$ cat src/reader_writer_lock_unit_top_macros.svh
// Assertion macros for the lock unit.
`ifndef READER_WRITER_LOCK_UNIT_TOP_MACROS_SVH
`define READER_WRITER_LOCK_UNIT_TOP_MACROS_SVH
// Implication checked on every clock edge outside reset.
`define RWL_ASSERT_IMP(label, clk, rst, lhs, rhs, msg) \
   label: assert property (@(posedge clk) disable iff (rst) (lhs) |-> (rhs)) \
      else $error(msg);
// Next-cycle implication checked outside reset.
`define RWL_ASSERT_NEXT(label, clk, rst, lhs, rhs, msg) \
   label: assert property (@(posedge clk) disable iff (rst) (lhs) |=> (rhs)) \
      else $error(msg);
`endif

$ cat src/rwl_pkg.sv
// ----------------------------------------------------------------------------
// rwl_pkg
// Shared types and codes for the reader/writer lock unit.
// ----------------------------------------------------------------------------
package rwl_pkg;
   localparam int REQUESTERS = 16;
   localparam int QUEUE_DEPTH = 16;
   localparam int EXCLUSIVELOCK = 1;
   localparam int QW = $clog2(QUEUE_DEPTH);
   localparam int RW = $clog2(REQUESTERS);

   typedef enum logic [2:0] {
      OP_ACQUIRE = 3'd0, OP_RELEASE = 3'd1, OP_DEGRADE = 3'd2,
      OP_CANCEL = 3'd3, OP_ABANDON = 3'd4
   } op_type;

   typedef enum logic [3:0] {
      EV_GRANTED = 4'd0, EV_QUEUED = 4'd1, EV_WOKEN = 4'd2, EV_RELEASED = 4'd3,
      EV_NOT_HOLDER = 4'd4, EV_DEGRADED = 4'd5, EV_REFUSED = 4'd6,
      EV_CANCELLED = 4'd7, EV_FULL = 4'd8
   } event_type;

   // Classified request passed from the front to the back.
   typedef struct packed {
      logic [2:0] op;
      logic [3:0] requester;
      logic       exclusive;
      logic       in_range;
   } cmd_type;

   typedef enum logic [2:0] {
      ST_IDLE, ST_DROP, ST_HEAD, ST_GRANT, ST_SCAN, ST_FINISH
   } state_type;
endpackage

$ cat src/reader_writer_lock_unit_top.sv
// ----------------------------------------------------------------------------
// reader_writer_lock_unit_top
// Shared/exclusive lock with a FIFO wait queue for 16 requesters.
// ----------------------------------------------------------------------------
// Usage: a request (op, requester, exclusive) is offered on the req_ channel
// and taken at a clock edge where req_valid is high and req_stall is low.
// Each request yields one or more results on the rsp_ channel, taken the same
// way with rsp_valid and rsp_stall; rsp_last marks the final result of a
// request. Unknown opcodes are taken and yield nothing.
// The front checks the opcode and the requester range and places the request
// in a two-entry command queue; req_stall is high only while both entries wait.
// The back runs one request at a time. An acquire, a refused request or a
// release with an empty wait queue goes from idle to one result state and
// back; its result is registered in the back and then in the output register.
// An in-range cancel, an in-range abandon by a non-holder, and a release,
// degrade or abandon that wakes waiters, walk the wait queue one entry per
// cycle while no result is stalled; the back takes no new request until the
// walk is done. Status flags on every result give the lock state after the
// whole request. Each result passes through one output register, so while
// rsp_stall is high the back waits and the front fills up. Reset clears the
// state, holders, exclusive flag, queue count and output valid flag.
// ----------------------------------------------------------------------------
`include "reader_writer_lock_unit_top_macros.svh"
module reader_writer_lock_unit_top
   import rwl_pkg::*;
(
   input  logic       clock,
   input  logic       reset,
   input  logic       req_valid,
   output logic       req_stall,
   input  logic [2:0] req_op,
   input  logic [3:0] req_requester,
   input  logic       req_exclusive,
   output logic       rsp_valid,
   input  logic       rsp_stall,
   output logic [3:0] rsp_who,
   output logic [3:0] rsp_event_res,
   output logic       rsp_granted_exclusive,
   output logic       rsp_is_locked,
   output logic       rsp_is_exclusive,
   output logic       rsp_is_shared,
   output logic       rsp_last
);
   cmd_type    cmd;
   logic       cmd_valid, cmd_take;
   logic       b_valid, b_stall;
   logic [3:0] b_who, b_ev;
   logic       b_gx, b_lk, b_ex, b_sh, b_last;

   // Front: accepts and classifies requests.
   rwl_front u_front (
      .clock, .reset, .req_valid, .req_stall, .req_op, .req_requester,
      .req_exclusive, .cmd_valid, .cmd_take, .cmd
   );

   // Back: runs each command and walks the wait queue.
   rwl_back u_back (
      .clock, .reset, .cmd_valid, .cmd_take, .cmd,
      .res_valid(b_valid), .res_stall(b_stall), .res_who(b_who),
      .res_event(b_ev), .res_gx(b_gx), .res_locked(b_lk), .res_excl(b_ex),
      .res_shared(b_sh), .res_last(b_last)
   );

   // Output register: holds each result; stalls the back while full and rsp_stall is high.
   rwl_out u_out (
      .clock, .reset, .in_valid(b_valid), .in_stall(b_stall),
      .in_who(b_who), .in_event(b_ev), .in_gx(b_gx), .in_locked(b_lk),
      .in_excl(b_ex), .in_shared(b_sh), .in_last(b_last),
      .rsp_valid, .rsp_stall, .rsp_who, .rsp_event_res, .rsp_granted_exclusive,
      .rsp_is_locked, .rsp_is_exclusive, .rsp_is_shared, .rsp_last
   );

   // An exclusive hold always has a holder.
   `RWL_ASSERT_IMP(a_excl_locked, clock, reset, rsp_valid && rsp_is_exclusive,
      rsp_is_locked, "exclusive without holder")
   // Shared and exclusive never show together.
   `RWL_ASSERT_IMP(a_excl_shared, clock, reset, rsp_valid,
      !(rsp_is_exclusive && rsp_is_shared), "shared and exclusive both set")
   // Grant flag appears only on grant events.
   `RWL_ASSERT_IMP(a_gx_event, clock, reset, rsp_valid && rsp_granted_exclusive,
      rsp_event_res == 4'(EV_GRANTED) || rsp_event_res == 4'(EV_WOKEN),
      "exclusive flag on non-grant")
   // A stalled result stays offered and unchanged.
   `RWL_ASSERT_NEXT(a_rsp_hold, clock, reset, rsp_valid && rsp_stall,
      rsp_valid && $stable(rsp_who) && $stable(rsp_event_res) && $stable(rsp_last),
      "stalled result changed")
endmodule

$ cat src/rwl_front.sv
// ----------------------------------------------------------------------------
// rwl_front
// Accepts requests, drops unknown opcodes and queues commands for the back.
// ----------------------------------------------------------------------------
module rwl_front
   import rwl_pkg::*;
(
   input  logic       clock,
   input  logic       reset,
   input  logic       req_valid,
   output logic       req_stall,
   input  logic [2:0] req_op,
   input  logic [3:0] req_requester,
   input  logic       req_exclusive,
   output logic       cmd_valid,
   input  logic       cmd_take,
   output cmd_type    cmd
);
   // Two-entry command queue.
   cmd_type    q_ff [2];
   cmd_type    q_in [2];
   logic [1:0] cnt_ff, cnt_in;
   logic       wr;
   logic       rd;
   logic       known;

   assign req_stall = (cnt_ff == 2'd2);
   assign known = (req_op <= 3'(OP_ABANDON));
   assign wr = req_valid && !req_stall && known;
   assign cmd_valid = (cnt_ff != 2'd0);
   assign rd = cmd_valid && cmd_take;
   assign cmd = q_ff[0];

   always_comb begin
      cmd_type n;
      n.op = req_op;
      n.requester = req_requester;
      n.exclusive = req_exclusive;
      n.in_range = ({1'b0, req_requester} < 5'(REQUESTERS));
      q_in = q_ff;
      cnt_in = cnt_ff;
      if (rd) begin
         q_in[0] = q_ff[1];
      end
      if (wr) begin
         if ((cnt_ff - 2'(rd)) == 2'd0) q_in[0] = n;
         else q_in[1] = n;
      end
      cnt_in = cnt_ff + 2'(wr) - 2'(rd);
   end

   always_ff @(posedge clock) begin
      q_ff <= q_in;
      if (reset) cnt_ff <= '0;
      else cnt_ff <= cnt_in;
   end
endmodule

$ cat src/rwl_back.sv
// ----------------------------------------------------------------------------
// rwl_back
// Executes commands on the lock state and emits at most one result per cycle.
// ----------------------------------------------------------------------------
module rwl_back
   import rwl_pkg::*;
(
   input  logic       clock,
   input  logic       reset,
   input  logic       cmd_valid,
   output logic       cmd_take,
   input  cmd_type    cmd,
   output logic       res_valid,
   input  logic       res_stall,
   output logic [3:0] res_who,
   output logic [3:0] res_event,
   output logic       res_gx,
   output logic       res_locked,
   output logic       res_excl,
   output logic       res_shared,
   output logic       res_last
);
   localparam int CW = QW + 1;

   state_type state_ff, state_in;
   logic [REQUESTERS-1:0] hold_ff, hold_in;
   logic excl_ff, excl_in;
   // Queue entries: requester and exclusive bit, kept in flip-flops and
   // compacted in place by one read/write pointer pass.
   logic [3:0] qr_ff [QUEUE_DEPTH];
   logic       qx_ff [QUEUE_DEPTH];
   logic [3:0] qr_in [QUEUE_DEPTH];
   logic       qx_in [QUEUE_DEPTH];
   logic [CW-1:0] count_ff, count_in;
   logic [CW-1:0] rp_ff, rp_in, wp_ff, wp_in;
   logic [3:0] who_ff, who_in;
   // Answer to the request itself.
   logic [3:0] ev_ff, ev_in;
   logic       gx_ff, gx_in;
   // Wake-up plan: queue entries still to be granted and the final status.
   logic [QUEUE_DEPTH-1:0] mask_ff, mask_in;
   logic       fin_lk_ff, fin_lk_in, fin_ex_ff, fin_ex_in;

   logic [RW-1:0] ri;
   logic          is_hold, go_wake, go_drop;
   logic          take_head, excl_after, scan_end;
   logic [QUEUE_DEPTH-1:0] share, mask_left;
   logic [REQUESTERS-1:0]  fin_hold;
   logic [QW-1:0] ra, wa;

   assign ri = cmd.requester[RW-1:0];
   assign is_hold = cmd.in_range && hold_ff[ri];
   assign go_wake = is_hold && (cmd.op == OP_RELEASE || cmd.op == OP_ABANDON ||
                                (cmd.op == OP_DEGRADE && excl_ff));
   assign go_drop = cmd.in_range && !go_wake &&
                    (cmd.op == OP_CANCEL || cmd.op == OP_ABANDON);

   assign ra = rp_ff[QW-1:0];
   assign wa = wp_ff[QW-1:0];
   assign scan_end = (rp_ff == count_ff);
   assign mask_left = mask_ff & ~(QUEUE_DEPTH'(1) << ra);

   // The head is granted only when nobody holds; every other shared
   // waiter is granted unless the head took the lock exclusively.
   assign take_head = (count_ff != '0) && (hold_ff == '0);
   assign excl_after = take_head && qx_ff[0];

   always_comb begin
      share = '0;
      fin_hold = hold_ff;
      if (take_head) fin_hold[qr_ff[0][RW-1:0]] = 1'b1;
      for (int i = 0; i < QUEUE_DEPTH; i++) begin
         if (CW'(i) < count_ff && !qx_ff[i] && !excl_after && !(take_head && i == 0)) begin
            share[i] = 1'b1;
            fin_hold[qr_ff[i][RW-1:0]] = 1'b1;
         end
      end
   end

   always_comb begin
      state_in = state_ff;
      case (state_ff)
         ST_IDLE: if (cmd_valid) begin
            if (go_wake) state_in = ST_HEAD;
            else if (go_drop) state_in = ST_DROP;
            else state_in = ST_FINISH;
         end
         ST_DROP: if (scan_end) state_in = ST_FINISH;
         ST_HEAD: if (!res_stall) begin
            if (take_head) state_in = ST_GRANT;
            else if (share != '0) state_in = ST_SCAN;
            else state_in = ST_IDLE;
         end
         ST_GRANT: if (!res_stall) state_in = ST_SCAN;
         ST_SCAN: if (scan_end) state_in = ST_IDLE;
         ST_FINISH: if (!res_stall) state_in = ST_IDLE;
         default: state_in = ST_IDLE;
      endcase
   end

   always_comb begin
      res_valid = 1'b0;
      res_who = who_ff;
      res_event = ev_ff;
      res_gx = 1'b0;
      res_locked = fin_lk_ff;
      res_excl = fin_ex_ff;
      res_last = 1'b0;
      cmd_take = (state_ff == ST_IDLE);
      case (state_ff)
         ST_FINISH: begin
            res_valid = 1'b1; res_gx = gx_ff; res_last = 1'b1;
            res_locked = |hold_ff; res_excl = excl_ff;
         end
         ST_HEAD: begin
            res_valid = 1'b1;
            res_locked = |fin_hold; res_excl = excl_after;
            res_last = !take_head && (share == '0);
         end
         ST_GRANT: begin
            res_valid = 1'b1; res_who = qr_ff[0]; res_event = EV_WOKEN;
            res_gx = qx_ff[0]; res_last = (mask_ff == '0);
         end
         ST_SCAN: if (!scan_end && mask_ff[ra]) begin
            res_valid = 1'b1; res_who = qr_ff[ra]; res_event = EV_WOKEN;
            res_last = (mask_left == '0);
         end
         default: ;
      endcase
      res_shared = !res_excl && res_locked;
   end

   always_comb begin
      hold_in = hold_ff; excl_in = excl_ff;
      qr_in = qr_ff; qx_in = qx_ff;
      count_in = count_ff; rp_in = rp_ff; wp_in = wp_ff;
      who_in = who_ff; ev_in = ev_ff; gx_in = gx_ff;
      mask_in = mask_ff; fin_lk_in = fin_lk_ff; fin_ex_in = fin_ex_ff;
      case (state_ff)
         ST_IDLE: if (cmd_valid) begin
            who_in = cmd.requester;
            gx_in = 1'b0;
            rp_in = '0; wp_in = '0;
            if (go_wake) begin
               excl_in = 1'b0;
               if (cmd.op == OP_DEGRADE) ev_in = EV_DEGRADED;
               else begin
                  ev_in = EV_RELEASED; hold_in[ri] = 1'b0;
               end
            end else if (go_drop) begin
               ev_in = EV_CANCELLED;
            end else begin
               case (cmd.op)
                  OP_ACQUIRE: begin
                     if (!cmd.in_range) ev_in = EV_FULL;
                     else if ((cmd.exclusive == 1'(EXCLUSIVELOCK)) ? (hold_ff == '0)
                                                                  : !excl_ff) begin
                        ev_in = EV_GRANTED; gx_in = cmd.exclusive;
                        hold_in[ri] = 1'b1;
                        if (cmd.exclusive) excl_in = 1'b1;
                     end else if (count_ff >= CW'(QUEUE_DEPTH)) ev_in = EV_FULL;
                     else begin
                        ev_in = EV_QUEUED;
                        qr_in[count_ff[QW-1:0]] = cmd.requester;
                        qx_in[count_ff[QW-1:0]] = cmd.exclusive;
                        count_in = count_ff + CW'(1);
                     end
                  end
                  OP_RELEASE: ev_in = EV_NOT_HOLDER;
                  OP_DEGRADE: ev_in = EV_REFUSED;
                  OP_CANCEL: ev_in = EV_CANCELLED;
                  default: ev_in = EV_NOT_HOLDER;
               endcase
            end
         end
         ST_DROP: begin
            if (scan_end) count_in = wp_ff;
            else begin
               if (qr_ff[ra] != who_ff) begin
                  qr_in[wa] = qr_ff[ra]; qx_in[wa] = qx_ff[ra];
                  wp_in = wp_ff + CW'(1);
               end
               rp_in = rp_ff + CW'(1);
            end
         end
         ST_HEAD: if (!res_stall) begin
            fin_lk_in = |fin_hold; fin_ex_in = excl_after; mask_in = share;
         end
         ST_GRANT: if (!res_stall) begin
            hold_in[qr_ff[0][RW-1:0]] = 1'b1;
            excl_in = qx_ff[0];
            rp_in = CW'(1);
         end
         ST_SCAN: begin
            if (scan_end) count_in = wp_ff;
            else if (mask_ff[ra]) begin
               if (!res_stall) begin
                  hold_in[qr_ff[ra][RW-1:0]] = 1'b1;
                  mask_in = mask_left;
                  rp_in = rp_ff + CW'(1);
               end
            end else begin
               // Waiters not granted stay, moved down over the granted ones.
               qr_in[wa] = qr_ff[ra]; qx_in[wa] = qx_ff[ra];
               wp_in = wp_ff + CW'(1); rp_in = rp_ff + CW'(1);
            end
         end
         default: ;
      endcase
   end

   always_ff @(posedge clock) begin
      qr_ff <= qr_in; qx_ff <= qx_in;
      rp_ff <= rp_in; wp_ff <= wp_in; who_ff <= who_in;
      ev_ff <= ev_in; gx_ff <= gx_in; mask_ff <= mask_in;
      fin_lk_ff <= fin_lk_in; fin_ex_ff <= fin_ex_in;
      if (reset) begin
         state_ff <= ST_IDLE; hold_ff <= '0; excl_ff <= 1'b0;
         count_ff <= '0;
      end else begin
         state_ff <= state_in; hold_ff <= hold_in; excl_ff <= excl_in;
         count_ff <= count_in;
      end
   end
endmodule

$ cat src/rwl_out.sv
// ----------------------------------------------------------------------------
// rwl_out
// Output register between the back stage and the result channel.
// ----------------------------------------------------------------------------
module rwl_out (
   input  logic       clock,
   input  logic       reset,
   input  logic       in_valid,
   output logic       in_stall,
   input  logic [3:0] in_who,
   input  logic [3:0] in_event,
   input  logic       in_gx,
   input  logic       in_locked,
   input  logic       in_excl,
   input  logic       in_shared,
   input  logic       in_last,
   output logic       rsp_valid,
   input  logic       rsp_stall,
   output logic [3:0] rsp_who,
   output logic [3:0] rsp_event_res,
   output logic       rsp_granted_exclusive,
   output logic       rsp_is_locked,
   output logic       rsp_is_exclusive,
   output logic       rsp_is_shared,
   output logic       rsp_last
);
   logic       hv_ff, hv_in;
   logic [3:0] hw_ff, hw_in, he_ff, he_in;
   logic       hg_ff, hg_in, hk_ff, hk_in, hx_ff, hx_in;
   logic       hs_ff, hs_in, hl_ff, hl_in;
   logic       take;

   // A new result enters when the register is empty or drains this cycle.
   assign in_stall = hv_ff && rsp_stall;
   assign take = in_valid && !in_stall;
   assign rsp_valid = hv_ff;
   assign rsp_who = hw_ff;
   assign rsp_event_res = he_ff;
   assign rsp_granted_exclusive = hg_ff;
   assign rsp_is_locked = hk_ff;
   assign rsp_is_exclusive = hx_ff;
   assign rsp_is_shared = hs_ff;
   assign rsp_last = hl_ff;

   always_comb begin
      hv_in = hv_ff && rsp_stall;
      hw_in = hw_ff; he_in = he_ff; hg_in = hg_ff; hk_in = hk_ff;
      hx_in = hx_ff; hs_in = hs_ff; hl_in = hl_ff;
      if (take) begin
         hv_in = 1'b1; hw_in = in_who; he_in = in_event; hg_in = in_gx;
         hk_in = in_locked; hx_in = in_excl; hs_in = in_shared; hl_in = in_last;
      end
   end

   always_ff @(posedge clock) begin
      hw_ff <= hw_in; he_ff <= he_in; hg_ff <= hg_in; hk_ff <= hk_in;
      hx_ff <= hx_in; hs_ff <= hs_in; hl_ff <= hl_in;
      if (reset) hv_ff <= 1'b0;
      else hv_ff <= hv_in;
   end
endmodule
$ cat config.mk
export PLATFORM = sky130hd
export DESIGN_NAME = reader_writer_lock_unit_top
export DESIGN_NICKNAME = d
export VERILOG_FILES = /design/src/rwl_pkg.sv /design/src/reader_writer_lock_unit_top.sv /design/src/rwl_front.sv /design/src/rwl_back.sv /design/src/rwl_out.sv
export VERILOG_INCLUDE_DIRS = /design/src /design/src/src
export SDC_FILE = /design/constraint.sdc
export NUM_CORES = 1
export LEC_CHECK = 0
export BUFFER_PORTS_ARGS = -buffer_cell sky130_fd_sc_hd__buf_2
export CORE_MARGIN = 1.5
export CORE_UTILIZATION = 64
export DETAILED_ROUTE_END_ITERATION = 8
export PLACE_DENSITY = 0.81
export SYNTH_ARGS = -nofsm -noshare
export SYNTH_HDL_FRONTEND = slang
export SYNTH_SLANG_ARGS = --single-unit
$ cat constraint.sdc
create_clock -name clock -period 4.4 [get_ports clock]
set_input_delay 0.22 -clock clock [delete_from_list [all_inputs] [get_ports clock]]
set_output_delay 0.22 -clock clock [all_outputs]
set_load 0.01 [all_outputs]
==> flow_metrics.env <==
export IMPL_power_leakage_nw=4.678
export IMPL_synth_top_cell_area_share_pct=32.83
export IMPL_postRouteAntennaNets=0
export IMPL_drt_wl_total_um=41400
export IMPL_worst_slew_pin_slew_ps=1144
export IMPL_hp_class="input port to register"
export IMPL_switching_share_pct=46.32
export IMPL_synth_most_common_cell="edfxtp_1"
export IMPL_avgViaCountPerCell=7.390
export IMPL_worst_path_buf_inv=2
export IMPL_drt_iter0_markers=1738
export IMPL_max_cap_violations=0
export IMPL_diodes=0
export IMPL_final_cell_count_no_fill=1620
export IMPL_firstDrtPassIters=7
export IMPL_rsz0062_at_grt="false"
export IMPL_switchingPower_mw=3.724
export IMPL_grt_pass1_wl_um=61720
export IMPL_synth_seq_cells=175
export IMPL_setup_tns_ps=0
export IMPL_clockRootBuffer="clkbuf_16"
export IMPL_post_route_period_util_pct=83.65
export IMPL_ys_seq_area_share_pct=38.70
export IMPL_critPathMaxStageDelay_ps=770
export IMPL_grt_util_all_layers_pct=40.26
export IMPL_dp_cells=1580
export IMPL_area_growth_pct=7.940
export IMPL_synth_avg_cell_area_um2=9.296
export IMPL_regToRegStartpoint="u_back.rp_ff[0]"
export IMPL_grt_ovfl_total=0
export IMPL_async_reset_ff_share_pct=0
export IMPL_htreeDepth=4
export IMPL_crit_fanout=22
export IMPL_max_vdd_ir_drop_v=0.0004346
export IMPL_path_common_cell="mux4_2"
export IMPL_outcome="completed"
export IMPL_port_buffers=26
export IMPL_drcViolationCount=0
export IMPL_crit_type="register to register"
export IMPL_core_um2=19400
export IMPL_grt_max_degree=32
export IMPL_combPwrFrac_pct=47.8
export IMPL_tritoncts="done"
export IMPL_arrival_ps=3770
export IMPL_cp_slowest_cell="mux4_2"
export IMPL_rows=51
export IMPL_setup_violations=0
export IMPL_worstSkewPairLatency_ps=440
export IMPL_wl_per_cell_um=25.56
export IMPL_worstPathRequired_ps=4490
export IMPL_cp_end_kind="register"
export IMPL_antenna_found_initial=0
export IMPL_initial_core_util_pct=65.07
export IMPL_max_slew_margin_pct=21.78
export IMPL_gp_congestion=1.047
export IMPL_cp_cell_sequence="buf_12 -> mux4_2 -> mux4_2 -> xor2_1 -> o311ai_2 -> buf_4 -> nor2_1"
export IMPL_synth_area_leaders="edfxtp_1 33%, dfxtp_1 5.9%, a22o_1 5.6%"
export IMPL_critPathTopFamily="multiplexers"
export IMPL_cts_made_buffers=17
export IMPL_synth_top_cell_by_area="edfxtp_1"
export IMPL_clock_skew_ps=13.69
export IMPL_synth_cell_types=83
export IMPL_drive_gt1_share_pct=12.84
export IMPL_dieArea_um2=20580
export IMPL_syn_num_nets=1386
export IMPL_cts_sinks=175
export IMPL_hp_start="rsp_stall"
export IMPL_crit_path_start_kind="register"
export IMPL_cts_path_max_buffers=2
export IMPL_io_pins=27
export IMPL_ys_warn_count=0
export IMPL_fmax_mhz=271.7
export IMPL_clk_pin_slew_ps=70
export IMPL_cts_resized=0
export IMPL_via_count=11970
export IMPL_synth_edf_count=138
export IMPL_min_period_ps=3681
export IMPL_synth_flop_cell="edfxtp_1"
export IMPL_die_h_um=143.4
export IMPL_first_global_vias=10500
export IMPL_cp_startpoint="u_back.rp_ff[0]"
export IMPL_syn_instance_count=1358
export IMPL_die_w_um=143.4
export IMPL_hpwl_um=30130
export IMPL_p_seq_share_pct=33.4
export IMPL_slew_viol_final=0
export IMPL_pwr_share_clk_pct=18.9
export IMPL_yosys_top_cells_count="138 x edfxtp_1, 133 x nor2_1, 127 x nand2_1"
export IMPL_internal_power_mw=4.316
export IMPL_powerDensity_nw_per_um2=590.1
export IMPL_hold_viol=0
export IMPL_syn_area_um2=12620
export IMPL_nets=1370
[cells in the final DEF (no fill, tap or decap), drive strengths merged, types with 10 or more instances in the layout]
cell type / n
buf: 66
o21ai: 52
mux2i: 14
dfxtp: 37
a31oi: 10
a211oi: 38
edfxtp: 138
a2111oi: 18
nand2: 127
mux4: 33
or3: 13
nor4: 38
nor4b: 13
nand3b: 12
nand3: 47
o31ai: 10
nor2: 133
a311oi: 10
xor2: 23
inv: 39
nor2b: 25
a21oi: 60
nor3: 50
a22o: 81
o22a: 15
ha: 16
nand4: 18
and3: 19
nand2b: 30
clkbuf: 17
[final cells by class]
| class | instances | area, um^2 |
|---|---|---|
| clock buffers | 17 | 425.4 |
| clock inverters | 15 | 186.4 |
| fillers | 1492 | 5773 |
| inverters | 35 | 131.4 |
| multi-input cells | 1039 | 7143 |
| flip-flops and latches | 175 | 4885 |
| well taps | 265 | 331.6 |
| repair buffers | 74 | 523.0 |
[repair_timing]
| action | 4_1_cts | 5_1_grt |
|---|---|---|
| hold buffers | 8 | 0 |
| hold endpoints to repair | 9 | 0 |
| buffers inserted | 0 | 0 |
[worst register-to-register path, cell delays in order, from the launching register on]
cell	delay, ps
edfxtp_1	670
buf_12	270
mux4_2	540
mux4_2	770
xor2_1	320
o311ai_2	140
buf_4	250
nor2_1	390
[sequential cells by signal, indices dropped and copies added (netlist names), 5 cells and up, named ones only]
| signal | flops |
|---|---|
| u_front.cmd | 9 |
| u_back.count_ff | 5 |
| u_back.rp_ff | 5 |
| u_back.wp_ff | 5 |
| u_front.q_ff | 8 |
| u_back.mask_ff | 16 |
| u_back.qr_ff | 64 |
| u_back.qx_ff | 16 |
[path summary, 6_finish.rpt]
check	to	slack, ps	depth (start not counted)
worst min-delay path	u_out.rsp_valid	290	3
worst max register to register	u_back.qr_ff[14]	720	7
worst max-delay path	u_back.qr_ff[14]	720	7
worst min register to register	u_front.cmd[6]	540	2
[power groups by stage]
stage	Sequential, mW	Combinational (mW)	Clock, mW
after detailed placement	2.69	3.69	0
after global placement	2.67	3.63	0
after floorplan	2.41	2.84	0
after CTS	2.65	3.72	1.52
final	2.68	3.84	1.52
after global routing	2.71	4.08	1.57
[kinds of logic (layout without fill, tap and decap cells)]
family	Yosys count	after routing	synth area share [%]
AOI/OAI and AO/OA	371	371	22.19
adders and majority gates	18	18	1.744
DFF	175	175	38.70
muxes	49	49	7.265
xor gates and xnor gates	32	32	2.220
and+or+nand+nor	569	569	23.10
buffers and inverters	144	141	4.777
[metal layers]
| metal | global-route usage [%] | share of wire [%] | vias up |
|---|---|---|---|
| met5 | 0 | 0 | - |
| met4 | 16.43 | 4.3 | 0 |
| met3 | 10.40 | 14 | 162 |
| met2 | 58.20 | 43 | 980 |
| met1 | 57.58 | 38 | 5613 |
| li1 | - | - | 5216 |
[metrics by stage]
stage                     area [um^2]  total power, mW  setup WS (ps)  hold WS (ps)  util [%]
final                           13630            8.041          719.2         293.0     70.24
after CTS                       13630            7.890          747.4         262.3     70.24
after floorplan                 12620            5.249           1154         318.9         -
after global placement          12930            6.301          884.0         410.7     66.67
after global routing            13630            8.357          475.7         282.6     70.24
after detailed placement        12930            6.375          765.8         414.3     66.67
Note: power is estimated with default switching activity, not from simulation.
